===== src/rtl/core/bscp_pkg.sv =====
// Shared types, codes and defaults for the buffered serial console port.
package bscp_pkg;

   localparam int DEFAULT_BUFFER_DEPTH = 32;

   localparam logic [1:0] CMD_READ  = 2'd0;
   localparam logic [1:0] CMD_WRITE = 2'd1;
   localparam logic [1:0] CMD_TERM  = 2'd2;

   localparam logic [2:0] ADDR_STATUS   = 3'd2;
   localparam logic [2:0] ADDR_OUTBOUND = 3'd3;
   localparam logic [2:0] ADDR_FLUSH    = 3'd4;
   localparam logic [2:0] ADDR_CONFIG   = 3'd5;
   localparam logic [2:0] ADDR_INBOUND  = 3'd6;

   localparam logic [2:0] LEN_BYTE = 3'd1;

   localparam logic [1:0] IRQ_NONE    = 2'd0;
   localparam logic [1:0] IRQ_RECEIVE = 2'd1;
   localparam logic [1:0] IRQ_FLUSH   = 2'd2;

   localparam logic KIND_ACCESS = 1'b0;
   localparam logic KIND_BYTE   = 1'b1;

   localparam logic [1:0] CSR_IRQ_ON_FLUSH   = 2'd0;
   localparam logic [1:0] CSR_AUTO_FLUSH     = 2'd1;
   localparam logic [1:0] CSR_IRQ_ON_RECEIVE = 2'd2;

   typedef struct packed {
      logic [1:0] command;
      logic [2:0] reg_address;
      logic [2:0] access_length;
      logic [7:0] data_byte;
   } req_type;

   typedef struct packed {
      logic       result_kind;
      logic [7:0] read_byte;
      logic [7:0] out_byte;
      logic [3:0] status_bits;
      logic [1:0] irq_code;
      logic       last;
   } rsp_type;

   typedef enum logic [2:0] {
      ST_IDLE,
      ST_EXEC,
      ST_DRAIN,
      ST_FINISH,
      ST_RESP
   } state_type;

endpackage


===== src/rtl/core/bscp_buffer.sv =====
// Outbound byte buffer: one write port and one registered read port.
module bscp_buffer
   import bscp_pkg::*;
#(
   parameter int DEPTH = DEFAULT_BUFFER_DEPTH,
   parameter int AW    = (DEPTH > 1) ? $clog2(DEPTH) : 1
) (
   input  logic          clock,
   input  logic          wr_en,
   input  logic [AW-1:0] wr_addr,
   input  logic [7:0]    wr_data,
   input  logic          rd_en,
   input  logic [AW-1:0] rd_addr,
   output logic [7:0]    rd_data
);

   logic [7:0] mem [DEPTH];
   logic [7:0] rd_data_ff;

   always_ff @(posedge clock) begin
      if (wr_en) begin
         mem[wr_addr] <= wr_data;
      end
   end

   always_ff @(posedge clock) begin
      if (rd_en) begin
         rd_data_ff <= mem[rd_addr];
      end
   end

   assign rd_data = rd_data_ff;

endmodule


===== src/rtl/core/buffered_serial_console_port.sv =====
// Top level of the buffered serial console port: register decode, drain sequencer, results.
//
// An item is taken when start is high and busy is low. Reads, terminal bytes, config
// writes, dropped writes and outbound writes without a drain are answered from the
// execute state, and a new item can start right after. An item that drains buffered
// bytes passes the drain, finish and response states; the buffer memory gives one byte
// per cycle through its single registered read port. An empty flush skips the drain.
// Results are strobed on rsp_valid for exactly one cycle each and cannot be held off;
// drained bytes come first, oldest first, and the access response with last set ends
// every item.
module buffered_serial_console_port
   import bscp_pkg::*;
#(
   parameter int BUFFER_DEPTH = DEFAULT_BUFFER_DEPTH
) (
   input  logic       clock,
   input  logic       reset,
   input  logic       start,
   output logic       busy,
   input  req_type    req_item,
   output logic       rsp_valid,
   output rsp_type    rsp_item,
   input  logic       csr_valid,
   output logic       csr_ready,
   input  logic [1:0] csr_index,
   input  logic       csr_data
);

   localparam int FW = $clog2(BUFFER_DEPTH + 1);
   localparam int AW = (BUFFER_DEPTH > 1) ? $clog2(BUFFER_DEPTH) : 1;

   state_type     state_ff, state_in;
   req_type       req_ff, req_in;
   logic [FW-1:0] fill_ff, fill_in;
   logic [7:0]    inbound_ff, inbound_in;
   logic          ready_ff, ready_in;
   logic          missed_ff, missed_in;
   logic          irq_on_flush_ff, irq_on_flush_in;
   logic          auto_flush_ff, auto_flush_in;
   logic          irq_on_receive_ff, irq_on_receive_in;
   logic [1:0]    irq_ff, irq_in;
   logic [AW-1:0] rd_idx_ff, rd_idx_in;
   logic [AW-1:0] last_idx_ff, last_idx_in;
   logic          rd_valid_ff, rd_valid_in;
   logic          rsp_valid_ff, rsp_valid_in;
   rsp_type       rsp_ff, rsp_in;

   logic          wr_en;
   logic          rd_en;
   logic [7:0]    rd_data;
   logic [FW-1:0] fill_dec;
   logic [3:0]    status_now;
   logic [3:0]    status_next;
   logic          is_byte_op;

   bscp_buffer #(
      .DEPTH (BUFFER_DEPTH),
      .AW    (AW)
   ) u_buffer (
      .clock   (clock),
      .wr_en   (wr_en),
      .wr_addr (fill_ff[AW-1:0]),
      .wr_data (req_ff.data_byte),
      .rd_en   (rd_en),
      .rd_addr (rd_idx_ff),
      .rd_data (rd_data)
   );

   assign fill_dec   = fill_ff - FW'(1);
   assign is_byte_op = (req_ff.access_length == LEN_BYTE);

   assign status_now  = {missed_ff, ready_ff, (fill_ff >= FW'(BUFFER_DEPTH)), (fill_ff != '0)};
   assign status_next = {missed_in, ready_in, (fill_in >= FW'(BUFFER_DEPTH)), (fill_in != '0)};

   always_ff @(posedge clock) begin
      if (reset) begin
         state_ff          <= ST_IDLE;
         fill_ff           <= '0;
         inbound_ff        <= '0;
         ready_ff          <= 1'b0;
         missed_ff         <= 1'b0;
         irq_on_flush_ff   <= 1'b0;
         auto_flush_ff     <= 1'b0;
         irq_on_receive_ff <= 1'b1;
         rd_valid_ff       <= 1'b0;
         rsp_valid_ff      <= 1'b0;
      end else begin
         state_ff          <= state_in;
         fill_ff           <= fill_in;
         inbound_ff        <= inbound_in;
         ready_ff          <= ready_in;
         missed_ff         <= missed_in;
         irq_on_flush_ff   <= irq_on_flush_in;
         auto_flush_ff     <= auto_flush_in;
         irq_on_receive_ff <= irq_on_receive_in;
         rd_valid_ff       <= rd_valid_in;
         rsp_valid_ff      <= rsp_valid_in;
      end
   end

   always_ff @(posedge clock) begin
      req_ff      <= req_in;
      irq_ff      <= irq_in;
      rd_idx_ff   <= rd_idx_in;
      last_idx_ff <= last_idx_in;
      rsp_ff      <= rsp_in;
   end

   always_comb begin
      state_in          = state_ff;
      req_in            = req_ff;
      fill_in           = fill_ff;
      inbound_in        = inbound_ff;
      ready_in          = ready_ff;
      missed_in         = missed_ff;
      irq_on_flush_in   = irq_on_flush_ff;
      auto_flush_in     = auto_flush_ff;
      irq_on_receive_in = irq_on_receive_ff;
      irq_in            = irq_ff;
      rd_idx_in         = rd_idx_ff;
      last_idx_in       = last_idx_ff;
      rd_valid_in       = 1'b0;
      rsp_valid_in      = 1'b0;
      rsp_in            = '0;
      wr_en             = 1'b0;
      rd_en             = 1'b0;

      if (csr_valid) begin
         case (csr_index)
            CSR_IRQ_ON_FLUSH:   irq_on_flush_in   = csr_data;
            CSR_AUTO_FLUSH:     auto_flush_in     = csr_data;
            CSR_IRQ_ON_RECEIVE: irq_on_receive_in = csr_data;
            default: ;
         endcase
      end

      if (rd_valid_ff) begin
         rsp_valid_in       = 1'b1;
         rsp_in.result_kind = KIND_BYTE;
         rsp_in.out_byte    = rd_data;
      end

      case (state_ff)
         ST_IDLE: begin
            if (start) begin
               req_in   = req_item;
               state_in = ST_EXEC;
            end
         end
         ST_EXEC: begin
            logic       drain;
            logic [7:0] rd_byte;
            drain   = 1'b0;
            rd_byte = 8'd0;
            irq_in  = IRQ_NONE;
            case (req_ff.command)
               CMD_TERM: begin
                  inbound_in = req_ff.data_byte;
                  missed_in  = missed_ff | ready_ff;
                  ready_in   = 1'b1;
                  if (irq_on_receive_ff) begin
                     irq_in = IRQ_RECEIVE;
                  end
               end
               CMD_READ: begin
                  if (is_byte_op && req_ff.reg_address == ADDR_STATUS) begin
                     rd_byte = {4'd0, status_now};
                  end else if (is_byte_op && req_ff.reg_address == ADDR_INBOUND) begin
                     rd_byte   = inbound_ff;
                     ready_in  = 1'b0;
                     missed_in = 1'b0;
                  end
               end
               CMD_WRITE: begin
                  if (is_byte_op && req_ff.reg_address == ADDR_OUTBOUND) begin
                     if (fill_ff < FW'(BUFFER_DEPTH)) begin
                        wr_en       = 1'b1;
                        fill_in     = fill_ff + FW'(1);
                        last_idx_in = fill_ff[AW-1:0];
                        drain       = auto_flush_ff;
                     end
                  end else if (is_byte_op && req_ff.reg_address == ADDR_FLUSH) begin
                     last_idx_in = fill_dec[AW-1:0];
                     drain       = 1'b1;
                  end else if (is_byte_op && req_ff.reg_address == ADDR_CONFIG) begin
                     irq_on_flush_in   = req_ff.data_byte[0];
                     auto_flush_in     = req_ff.data_byte[1];
                     irq_on_receive_in = req_ff.data_byte[2];
                  end
               end
               default: ;
            endcase
            if (drain) begin
               if (irq_on_flush_ff) begin
                  irq_in = IRQ_FLUSH;
               end
               rd_idx_in = '0;
               fill_in   = '0;
               if (wr_en || fill_ff != '0) begin
                  state_in = ST_DRAIN;
               end else begin
                  state_in = ST_RESP;
               end
            end else begin
               rsp_valid_in       = 1'b1;
               rsp_in.result_kind = KIND_ACCESS;
               rsp_in.read_byte   = rd_byte;
               rsp_in.status_bits = status_next;
               rsp_in.irq_code    = irq_in;
               rsp_in.last        = 1'b1;
               state_in           = ST_IDLE;
            end
         end
         ST_DRAIN: begin
            rd_en       = 1'b1;
            rd_valid_in = 1'b1;
            if (rd_idx_ff == last_idx_ff) begin
               state_in = ST_FINISH;
            end else begin
               rd_idx_in = rd_idx_ff + AW'(1);
            end
         end
         ST_FINISH: begin
            state_in = ST_RESP;
         end
         ST_RESP: begin
            rsp_valid_in       = 1'b1;
            rsp_in.result_kind = KIND_ACCESS;
            rsp_in.status_bits = status_now;
            rsp_in.irq_code    = irq_ff;
            rsp_in.last        = 1'b1;
            state_in           = ST_IDLE;
         end
         default: begin
            state_in = ST_IDLE;
         end
      endcase
   end

   assign busy      = (state_ff != ST_IDLE);
   assign csr_ready = 1'b1;
   assign rsp_valid = rsp_valid_ff;
   assign rsp_item  = rsp_ff;

endmodule


===== config.mk =====
export PLATFORM = sky130hd
export DESIGN_NAME = buffered_serial_console_port
export DESIGN_NICKNAME = d
export VERILOG_FILES = /design/src/rtl/core/bscp_pkg.sv /design/src/rtl/core/bscp_buffer.sv /design/src/rtl/core/buffered_serial_console_port.sv
export SDC_FILE = /design/constraint.sdc
export NUM_CORES = 1
export LEC_CHECK = 0
export BUFFER_PORTS_ARGS = -buffer_cell sky130_fd_sc_hd__buf_4
export CAP_MARGIN = 20
export CORE_ASPECT_RATIO = 0.5
export CORE_MARGIN = 5
export CORE_UTILIZATION = 60
export CTS_CLUSTER_SIZE = 25
export DETAILED_ROUTE_END_ITERATION = 12
export PLACE_DENSITY = 0.78
export SYNTH_ARGS = -nofsm -noshare
export SYNTH_HDL_FRONTEND = slang
export SYNTH_SLANG_ARGS = --single-unit

===== constraint.sdc =====
create_clock -name clock -period 5.45 [get_ports clock]
set_input_delay 0 -clock clock [delete_from_list [all_inputs] [get_ports clock]]
set_output_delay 0 -clock clock [all_outputs]
set_load 0.01 [all_outputs]

==> flow_metrics.env <==
export IMPL_cts_tree="yes"
export IMPL_clkPwrFrac=0.414
export IMPL_vdd_drop_max_mv=0.272
export IMPL_core_um2=21600
export IMPL_drive_gt1_frac=0.257
export IMPL_switching_power_uw=974
export IMPL_num_rows=38
export IMPL_cts_buffer_depth=3
export IMPL_required_ns=5.60
export IMPL_initial_core_util=0.610
export IMPL_crit_chain="nand2b_1, or4_4, nor2_1, nand2_1, nor3_1"
export IMPL_critPathMaxStageDelay_ns=0.98
export IMPL_seq_area_frac_synth=0.738
export IMPL_end_kind="flip-flop"
export IMPL_holdBufCountCts=25
export IMPL_ys_seq_elements=340
export IMPL_synth_nets=732
export IMPL_grt_use_total=0.243
export IMPL_fin_hold_ws_ns=0.184
export IMPL_cts_made_buffers=28
export IMPL_vias=7042
export IMPL_worstSkewPairLatency_ns=0.54
export IMPL_ys_flop_type="edfxtp_1"
export IMPL_syn_avg_cell_area_um2=18.7
export IMPL_grt_pass1_wl_um=45100
export IMPL_setup_tns_ns=0
export IMPL_cts_setup_buffers=0
export IMPL_crit_slowest_cell="nor3_1"
export IMPL_gp_congestion=0.857
export IMPL_postCtsResizedCells=0
export IMPL_setup_viol=0
export IMPL_die_w_um=220
export IMPL_drc=0
export IMPL_period_share=0.652
export IMPL_p_per_area_nw_per_um2=332
export IMPL_clk_pin_slew_ns=0.07
export IMPL_tightest_slew_ns=1.14
export IMPL_htree_levels=1
export IMPL_synth_edf_count=292
export IMPL_hold_viol=0
export IMPL_grt_setup_unrepaired="no"
export IMPL_top_level_ports=50
export IMPL_n_fill_cell=1252
export IMPL_hpwl_um=18300
export IMPL_drt_iter0_markers=744
export IMPL_synthCells=704
export IMPL_die_y_um=115
export IMPL_seqPwrFrac=0.565
export IMPL_p_comb_frac=0.020
export IMPL_max_cap_violations=0
export IMPL_r2r_start="req_ff[15]"
export IMPL_slew_viol_final=0
export IMPL_swShare=0.192
export IMPL_reg2regPathDepth=5
export IMPL_gr_total_overflow=0
export IMPL_cp_endpoint="u_buffer.mem[14][5]"
export IMPL_status="finished, final reports clean"
export IMPL_worstPathMaxFanout=17
export IMPL_grt_max_degree=69
export IMPL_yosysUniqueCellTypes=56
export IMPL_syn2layout_area_growth_pct=15.6
export IMPL_dieArea_um2=25200
export IMPL_antenna_found_initial=1
export IMPL_synth_area_um2=13200
export IMPL_fin_crit_ns=3.55
export IMPL_worstSetupPathType="reg2reg"
export IMPL_cts_sinks=340
export IMPL_grt_pass1_vias=7183
export IMPL_p_int_mw=4.09
export IMPL_nets=815
export IMPL_dpl_instance_area_um2=14000
export IMPL_cp_start_kind="flip-flop"
export IMPL_r2r_end="u_buffer.mem[14][5]"
export IMPL_post_drt_wl_per_cell_um=26.8
export IMPL_yosysWarnings=0
export IMPL_utilization=0.705
export IMPL_clock_fmax_mhz=281
export IMPL_clock_skew_ns=0.0166
export IMPL_hp_class="in2reg"
export IMPL_drt_vias_per_instance=6.35
export IMPL_portBuffers=48
export IMPL_p_leak_nw=5.01
export IMPL_critPathLaunch="req_ff[15]"
export IMPL_antennaDiodeCount=0
export IMPL_ant_nets=0
export IMPL_first_pass_iters=5
export IMPL_clockRootBuffer="clkbuf_16"
export IMPL_wirelength_um=29700
export IMPL_design_area_um2=15300
export IMPL_async_flop_share=0
export IMPL_r2r_slack_ns=1.90
export IMPL_crit_arrival_ns=3.71
export IMPL_slew_headroom=0.239
-- worst min path at each step --
| stage | start | endpoint | slack (ns) | cells after the start |
|---|---|---|---|---|
| 4_1_cts | req_item[9] | req_ff[9] | 0.16 | 2 |
| 3_5_place_dp | req_item[12] | req_ff[12] | 0.18 | 1 |
| 2_1_floorplan | req_item[0] | req_ff[0] | 0.1 | 0 |
| 6_report | req_item[11] | req_ff[11] | 0.18 | 2 |
| 3_3_place_gp | req_item[11] | req_ff[11] | 0.18 | 1 |
| 5_1_grt | req_item[2] | req_ff[2] | 0.18 | 2 |
-- sequential cells by signal (all words and copies together) (netlist names) --
register and count:
auto_flush_ff 1, fill_ff 6, inbound_ff 8, irq_ff 2, irq_on_flush_ff 1, irq_on_receive_ff 1, last_idx_ff 5, missed_ff 1
rd_idx_ff 5, rd_valid_ff 1, ready_ff 1, req_ff 16, rsp_item 24, rsp_valid 1, state_ff 3, u_buffer.mem 256
u_buffer.rd_data 8
-- layer usage --
layer / vias to the layer above / routed length, µm / track usage
met5: - / 0 / 0
met3: 55 / 3350 / 0.0674
li1: 2948 / - / -
met2: 465 / 13600 / 0.373
met1: 3574 / 12100 / 0.361
met4: 0 / 665 / 0.0548
-- cells by family after synthesis --
group,count (synthesis),synth area share
xor gates and xnor gates,17,0.0113
adders and majority gates,5,0.00474
buffers and inverters,44,0.0157
other,1,0.000284
AOI/OAI and AO/OA,39,0.0189
and+or+nand+nor,165,0.0637
DFF,340,0.738
muxes,93,0.148
-- power by group through the flow --
stage               Clock (mW)  Combinational, mW  Sequential [mW]
finish                    2.10              0.103             2.86
CTS                       2.10             0.0949             2.86
global placement             0             0.0432             2.94
global route              2.23              0.109             2.86
floorplan                    0             0.0256             2.91
detailed placement           0             0.0803             2.92
-- cell usage after synthesis (2+ instances only) --
master / count / area share
edfxtp_1: 292 / 0.66
mux4_2: 80 / 0.14
nor2_1: 60 / 0.017
dfxtp_1: 48 / 0.073
nand2_1: 28 / 0.0080
clkbuf_1: 21 / 0.0060
a21oi_1: 16 / 0.0061
and2_1: 15 / 0.0071
nand3_1: 14 / 0.0053
xnor2_1: 11 / 0.0073
inv_1: 9 / 0.0026
mux2_2: 9 / 0.0077
nor3_1: 9 / 0.0034
buf_2: 7 / 0.0027
xor2_1: 6 / 0.0040
ha_1: 5 / 0.0047
a22o_1: 4 / 0.0027
buf_6: 4 / 0.0034
nand2b_1: 4 / 0.0019
nand3b_1: 4 / 0.0023
and3_1: 3 / 0.0014
mux2i_1: 3 / 0.0023
nand4b_1: 3 / 0.0020
nor3b_1: 3 / 0.0017
o21ai_0: 3 / 0.0011
o21ai_1: 3 / 0.0011
or2_1: 3 / 0.0014
or3_1: 3 / 0.0014
a211oi_1: 2 / 0.0011
a31oi_1: 2 / 0.00095
nand4_1: 2 / 0.00095
o31ai_1: 2 / 0.0011
or3b_1: 2 / 0.0013
or3b_2: 2 / 0.0013
-- layout by cell type, fill, tap and decap left out, drive strengths merged, types with 11 or more instances in the layout --
cell and count:
buf 61, a21oi 16, nand3 14, dlygate4sd3 25
and2 15, clkbuf 42, dfxtp 48, mux4 80
nand2 28, nor2 60, xnor2 11, edfxtp 292
-- per-stage QoR --
step / total power [mW] / setup WS, ns / cells
3_5_place_dp: 3.00 / 1.91 / 1028
3_3_place_gp: 2.98 / 2.12 / 1021
6_report: 5.06 / 1.90 / 1109
2_1_floorplan: 2.94 / 2.79 / 704
5_1_grt: 5.21 / 1.74 / 1109
4_1_cts: 5.06 / 1.92 / 1105
-- final cells by class --
class	instances	area [µm²]	area share
sequential	340	9730	0.638
multi-input combinational	320	3250	0.213
clock buffer	41	887	0.0582
timing repair buffer	87	873	0.0573
tap	300	375	0.0246
clock inverter	11	96.3	0.00632
inverter	10	37.5	0.00246
-- worst max-delay path, delay by kind of cell, from the launching register on --
family | cells | cell delay [ns]
and+or+nand+nor | 5 | 2.54
DFF | 1 | 0.63
Note: power is estimated with default switching activity, not from simulation.
